<file path="config.mk">
export PLATFORM = sky130hd
export DESIGN_NAME = aff2i_div_step
export DESIGN_NICKNAME = d
export VERILOG_FILES = /design/src/rtl/aff2i_pkg.sv /design/src/rtl/aff2i_div_step.sv
export SDC_FILE = /design/constraint.sdc
export NUM_CORES = 1
export LEC_CHECK = 0
export BUFFER_PORTS_ARGS = -buffer_cell sky130_fd_sc_hd__buf_2
export CELL_PAD_IN_SITES_DETAIL_PLACEMENT = 0
export CELL_PAD_IN_SITES_GLOBAL_PLACEMENT = 1
export CORE_AREA = 2 2 406 408
export DETAILED_ROUTE_END_ITERATION = 12
export DIE_AREA = 0 0 408 410
export PLACE_DENSITY_LB_ADDON = 0.25
export SLEW_MARGIN = 5
export SYNTH_ARGS = -nofsm -noshare
export SYNTH_HDL_FRONTEND = slang
export SYNTH_SLANG_ARGS = --single-unit
</file>
<file path="constraint.sdc">
create_clock -name clock -period 14 [get_ports clock]
set_input_delay 1.4 -clock clock [delete_from_list [all_inputs] [get_ports clock]]
set_output_delay 1.4 -clock clock [all_outputs]
set_load 0.03 [all_outputs]
</file>
<file path="src/rtl/aff2i_pkg.sv">
// Shared types and constants for the 2D affine matrix inverse pipeline.
// No dependencies; every other file in rtl/ imports this package.
package aff2i_pkg;

   localparam int DATA_W    = 32;
   localparam int DET_W     = 64;
   localparam int QUO_W     = 33;
   localparam int DIV_STEPS = 32;
   localparam int LANES     = 4;

   // Front end stages, one register per divider step, back end stages.
   localparam int FRONT_STAGES = 4;
   localparam int BACK_STAGES  = 3;
   localparam int PIPE_LATENCY = FRONT_STAGES + DIV_STEPS + BACK_STAGES;

   localparam logic [DATA_W-1:0] DET_THRESHOLD_RESET = 32'd43;

   // Lane numbers: which numerator each divider lane works on.
   localparam int LANE_A = 0;   // d / det
   localparam int LANE_B = 1;   // -b / det
   localparam int LANE_C = 2;   // -c / det
   localparam int LANE_D = 3;   // a / det

   // One divider lane: partial remainder, quotient bits so far, sign, overflow.
   typedef struct packed {
      logic [DET_W-1:0] rem;
      logic [QUO_W-1:0] quo;
      logic             neg;
      logic             ovf;
   } div_lane_type;

   // One word travelling through the divider stages.
   typedef struct packed {
      logic                     valid;
      logic                     invertible;
      logic [DET_W-1:0]         dmag;
      logic signed [DATA_W-1:0] tx;
      logic signed [DATA_W-1:0] ty;
      div_lane_type [LANES-1:0] lane;
   } div_word_type;

endpackage

</file>
<file path="src/rtl/aff2i_div_step.sv">
// One restoring division step for all four lanes, one quotient bit each.
// Depends on aff2i_pkg.
module aff2i_div_step (
   input  logic                    clock,
   input  logic                    reset,
   input  aff2i_pkg::div_word_type word_in_d,
   output aff2i_pkg::div_word_type word_out
);
   import aff2i_pkg::*;

   div_word_type   word_in, word_ff;
   logic [DET_W:0] rem2 [LANES];
   logic           ge   [LANES];

   // Double the remainder, subtract the divisor where it fits.
   always_comb begin
      word_in = word_in_d;
      for (int i = 0; i < LANES; i++) begin
         rem2[i] = {word_in_d.lane[i].rem, 1'b0};
         ge[i]   = rem2[i] >= {1'b0, word_in_d.dmag};
         word_in.lane[i].rem = ge[i] ? DET_W'(rem2[i] - {1'b0, word_in_d.dmag})
                                     : rem2[i][DET_W-1:0];
         word_in.lane[i].quo = {word_in_d.lane[i].quo[QUO_W-2:0], ge[i]};
      end
   end

   always_ff @(posedge clock) begin
      if (reset) begin
         word_ff.valid <= 1'b0;
      end else begin
         word_ff <= word_in;
      end
   end

   assign word_out = word_ff;

endmodule

</file>
==> results.toml <==
[run_status]
outcome = "completed"

[clocking]
htree_levels = 3
postCtsSetupBuffers = 0
clock_sink_count = 526
cts_inserted_buffers = 74
cts.hold.buffers_added = 0
cts.reportedPaths.clkPinSlew_ns = 0.06
post_cts_resize_count = 0
cts_tree = "done"
cts.root.buffer_cell = "sky130_fd_sc_hd__clkbuf_16"
clock_tree.buffer_depth = 3

[power_and_ir_drop]
p_leak_nw = 18.5
power_mw = 5.76
power_report.internal_total_mw = 3.67
power_density_nw_per_um2 = 133
seq_power_share_pct = 35.3
vdd_drop_max_uv = 80.0
net_load_switching_power_mw = 2.09
power_switching_share_pct = 36.3
comb_power_share_pct = 30.5
clock_power_share_pct = 34.2

[sta]
max-slew-margin-rel_pct = 31.5
worst_pin_slew_ns = 1.03
min_period_ns = 6.67
totalNegativeSetupSlack_ns = 0
timing_limited_maximum_frequency_ghz = 0.150
layout_worst_path_cycle_share_pct = 47.6
setup_slack_ns = 7.33
finalHoldViolCount = 0
rsz_0062_raised_after_global_routing = "no"
setup_violations = 0
whs_ns = 0.889
drv_slew = 0

[global_route]
globalRoute.totalOverflow = 0
grt_start_max_net_pins = 111
grt_total_usage_pct = 19.8
global_route_wire_length_before_repair_mm = 234
vias_in_the_first_global_route = 29854
antenna_violations_before_repair = 87

[synth]
yosys_most_used_dff = "sky130_fd_sc_hd__edfxtp_1"
synth-edff-count = 525
post-synth-top-area-cell = "sky130_fd_sc_hd__edfxtp_1"
seq_area_frac_synth_pct = 47.4
synthesis.area_per_instance_um2 = 10.3
synth_top_cells_by_area = "sky130_fd_sc_hd__edfxtp_1 (47%), sky130_fd_sc_hd__ha_1 (9.6%), sky130_fd_sc_hd__a21oi_1 (7.2%)"
mappedNetlistArea_um2 = 33300
synthDominantCellAreaShare_pct = 47.4
syn_inst = 3233
asyncSetResetFlopFracSynth_pct = 0
net_count_synth = 4021
synth_seq_cells = 526
synth.distinct_cells = 79
yosys_warning_total = 0

[floorplanning]
die_area_um2 = 167000
floorplan.io_pins = 1054
core-area_um2 = 163000
height_of_the_chip_um = 410
die_width_um = 408
core.rowCount = 149
initial_utilization_pct = 20.4

[worst_hold_path]
worstHoldPathType = "in -> reg"

[layout]
post_route_cells_drive_above_1_share_pct = 29.6
layout-area-overhead-vs-synth_pct = 30.3
layoutNonFillerInstCount = 6508
fin_nets = 5025
largest_register_ff_count = 526

[drt]
drc = 0
dr.first_iter.drc_count = 1759
route.antenna.remaining_nets = 0
drt-pass1-iter-count = 5
drt-total-wl_mm = 173
via_per_inst = 4.61
vias = 30012
avgRoutedWirePerCell_um = 26.6

[job]
max-cap-violations = 0

[place]
port_buffers = 1049
place_congestion = 0.874
placed_cells_incl_taps = 6350
preCtsSetupSlack_ns = 6.58
post-dp-hpwl_mm = 145

[setup_path]
worst_ep_arrival_time_ns = 7.07
critical_path.max_fanout = 63
startpoint_type = "primary input"
crit_path_end_kind = "flip-flop"
critical_setup_path_kind = "in -> reg"
worstPathRequired_ns = 14.41
-- worst paths after layout --
kind            from       endpoint  cells past startpoint
min   word_in_d[120]  word_out[121]                      1
max   word_in_d[461]  word_out[250]                     16
-- placed cells by master (no fill, tap or decap), types with 10 or more instances in the layout --
cell | netlist | layout
sky130_fd_sc_hd__a221oi_1 | 10 | 10
sky130_fd_sc_hd__xor2_1 | 104 | 104
sky130_fd_sc_hd__and3_1 | 22 | 22
sky130_fd_sc_hd__o31ai_1 | 13 | 13
sky130_fd_sc_hd__a211oi_1 | 16 | 16
sky130_fd_sc_hd__nand2b_1 | 27 | 27
sky130_fd_sc_hd__clkinv_1 | 0 | 13
sky130_fd_sc_hd__a21oi_1 | 478 | 478
sky130_fd_sc_hd__o21bai_1 | 49 | 49
sky130_fd_sc_hd__xnor2_1 | 135 | 135
sky130_fd_sc_hd__o21a_1 | 24 | 24
sky130_fd_sc_hd__nand4_1 | 76 | 76
sky130_fd_sc_hd__buf_4 | 10 | 18
sky130_fd_sc_hd__o211ai_1 | 17 | 17
sky130_fd_sc_hd__ha_1 | 256 | 256
sky130_fd_sc_hd__a21o_1 | 164 | 164
sky130_fd_sc_hd__o21ai_0 | 146 | 146
sky130_fd_sc_hd__clkbuf_16 | 0 | 74
sky130_fd_sc_hd__nand2_1 | 182 | 182
sky130_fd_sc_hd__nor4_1 | 15 | 15
sky130_fd_sc_hd__nor3_1 | 32 | 32
sky130_fd_sc_hd__edfxtp_1 | 525 | 525
sky130_fd_sc_hd__nand3_1 | 52 | 52
sky130_fd_sc_hd__inv_1 | 137 | 136
sky130_fd_sc_hd__nor2b_1 | 28 | 28
sky130_fd_sc_hd__diode_2 | 0 | 28
sky130_fd_sc_hd__clkinv_2 | 0 | 10
sky130_fd_sc_hd__a31oi_1 | 31 | 31
sky130_fd_sc_hd__and2_1 | 13 | 13
sky130_fd_sc_hd__or2_2 | 10 | 10
sky130_fd_sc_hd__buf_2 | 30 | 1049
sky130_fd_sc_hd__mux2_2 | 56 | 56
sky130_fd_sc_hd__nor2_1 | 324 | 324
-- kinds of logic (layout without fill, tap and decap cells) --
kind of cell    Yosys count  after routing  synth area share (%)
fa+ha+maj               260            260                  9.87
flops                   526            526                  47.4
compound gates         1051           1051                  19.4
other cells               0             28                     0
xor+xnor                239            239                  6.29
mux                      65             65                  2.20
buf+inv                 276           1334                  3.41
simple gates            816            816                  11.4
-- synth_stat cells, types with 6 or more instances --
| master | instances |
|---|---|
| sky130_fd_sc_hd__edfxtp_1 | 525 |
| sky130_fd_sc_hd__a21oi_1 | 478 |
| sky130_fd_sc_hd__nor2_1 | 324 |
| sky130_fd_sc_hd__ha_1 | 256 |
| sky130_fd_sc_hd__nand2_1 | 182 |
| sky130_fd_sc_hd__a21o_1 | 164 |
| sky130_fd_sc_hd__o21ai_0 | 146 |
| sky130_fd_sc_hd__inv_1 | 137 |
| sky130_fd_sc_hd__xnor2_1 | 135 |
| sky130_fd_sc_hd__xor2_1 | 104 |
| sky130_fd_sc_hd__clkbuf_1 | 93 |
| sky130_fd_sc_hd__nand4_1 | 76 |
| sky130_fd_sc_hd__mux2_2 | 56 |
| sky130_fd_sc_hd__nand3_1 | 52 |
| sky130_fd_sc_hd__o21bai_1 | 49 |
| sky130_fd_sc_hd__nor3_1 | 32 |
| sky130_fd_sc_hd__a31oi_1 | 31 |
| sky130_fd_sc_hd__buf_2 | 30 |
| sky130_fd_sc_hd__nor2b_1 | 28 |
| sky130_fd_sc_hd__nand2b_1 | 27 |
| sky130_fd_sc_hd__o21a_1 | 24 |
| sky130_fd_sc_hd__and3_1 | 22 |
| sky130_fd_sc_hd__o211ai_1 | 17 |
| sky130_fd_sc_hd__a211oi_1 | 16 |
| sky130_fd_sc_hd__nor4_1 | 15 |
| sky130_fd_sc_hd__and2_1 | 13 |
| sky130_fd_sc_hd__o31ai_1 | 13 |
| sky130_fd_sc_hd__a221oi_1 | 10 |
| sky130_fd_sc_hd__buf_4 | 10 |
| sky130_fd_sc_hd__or2_2 | 10 |
| sky130_fd_sc_hd__a21boi_0 | 9 |
| sky130_fd_sc_hd__a31o_2 | 9 |
| sky130_fd_sc_hd__mux2_1 | 9 |
| sky130_fd_sc_hd__or3_1 | 9 |
| sky130_fd_sc_hd__a41oi_1 | 8 |
| sky130_fd_sc_hd__or4_1 | 8 |
| sky130_fd_sc_hd__a2111oi_0 | 7 |
| sky130_fd_sc_hd__and4_1 | 7 |
| sky130_fd_sc_hd__o22ai_1 | 7 |
| sky130_fd_sc_hd__a221o_1 | 6 |
| sky130_fd_sc_hd__o31a_1 | 6 |
-- layout make-up --
cell class	instances	area [um2]
antenna	28	70.1
clock buffer	82	1880
clock inverter	48	566
fill	17662	120000
inverter	137	522
multi-input combinational	2431	16400
sequential	526	15800
tap	2189	2740
timing repair buffer	1067	5390
-- critical path: stages --
cell and delay [ns]:
sky130_fd_sc_hd__buf_2 0.31, sky130_fd_sc_hd__inv_1 0.31, sky130_fd_sc_hd__ha_1 0.38, sky130_fd_sc_hd__nor2b_1 0.18, sky130_fd_sc_hd__o21bai_1 0.11, sky130_fd_sc_hd__a311o_1 0.36
sky130_fd_sc_hd__a311oi_1 0.53, sky130_fd_sc_hd__o21ai_0 0.26, sky130_fd_sc_hd__a21oi_1 0.39, sky130_fd_sc_hd__nor3_1 0.15, sky130_fd_sc_hd__o21ai_1 0.41, sky130_fd_sc_hd__a211oi_2 0.22
sky130_fd_sc_hd__o21ai_4 0.46, sky130_fd_sc_hd__buf_4 0.43, sky130_fd_sc_hd__buf_4 0.64, sky130_fd_sc_hd__mux2_2 0.41
-- power groups by stage --
stage | Sequential (mW) | Clock [mW] | Combinational [mW]
finish | 2.04 | 1.97 | 1.76
global route | 2.05 | 2.10 | 1.89
CTS | 2.04 | 2.05 | 1.78
detailed placement | 2.07 | 0 | 1.77
global placement | 2.07 | 0 | 1.78
floorplan | 2.47 | 0 | 0.746
-- routing by layer --
layer | track usage [%] | vias up | share of wire, %
li1 | - | 14156 | -
met2 | 36.4 | 960 | 52
met1 | 21.6 | 14535 | 38
met4 | 7.50 | 64 | 3.8
met5 | 0 | - | 0.23
met3 | 5.36 | 297 | 6.8
-- per-stage QoR --
| step | utilization, % | area, um2 |
|---|---|---|
| after floorplan | - | 33300 |
| after global placement | 25.0 | 40800 |
| after detailed placement | 25.0 | 40800 |
| after CTS | 26.5 | 43300 |
| after global routing | 26.5 | 43300 |
| final | 26.5 | 43300 |
Note: power is estimated with default switching activity, not from simulation.
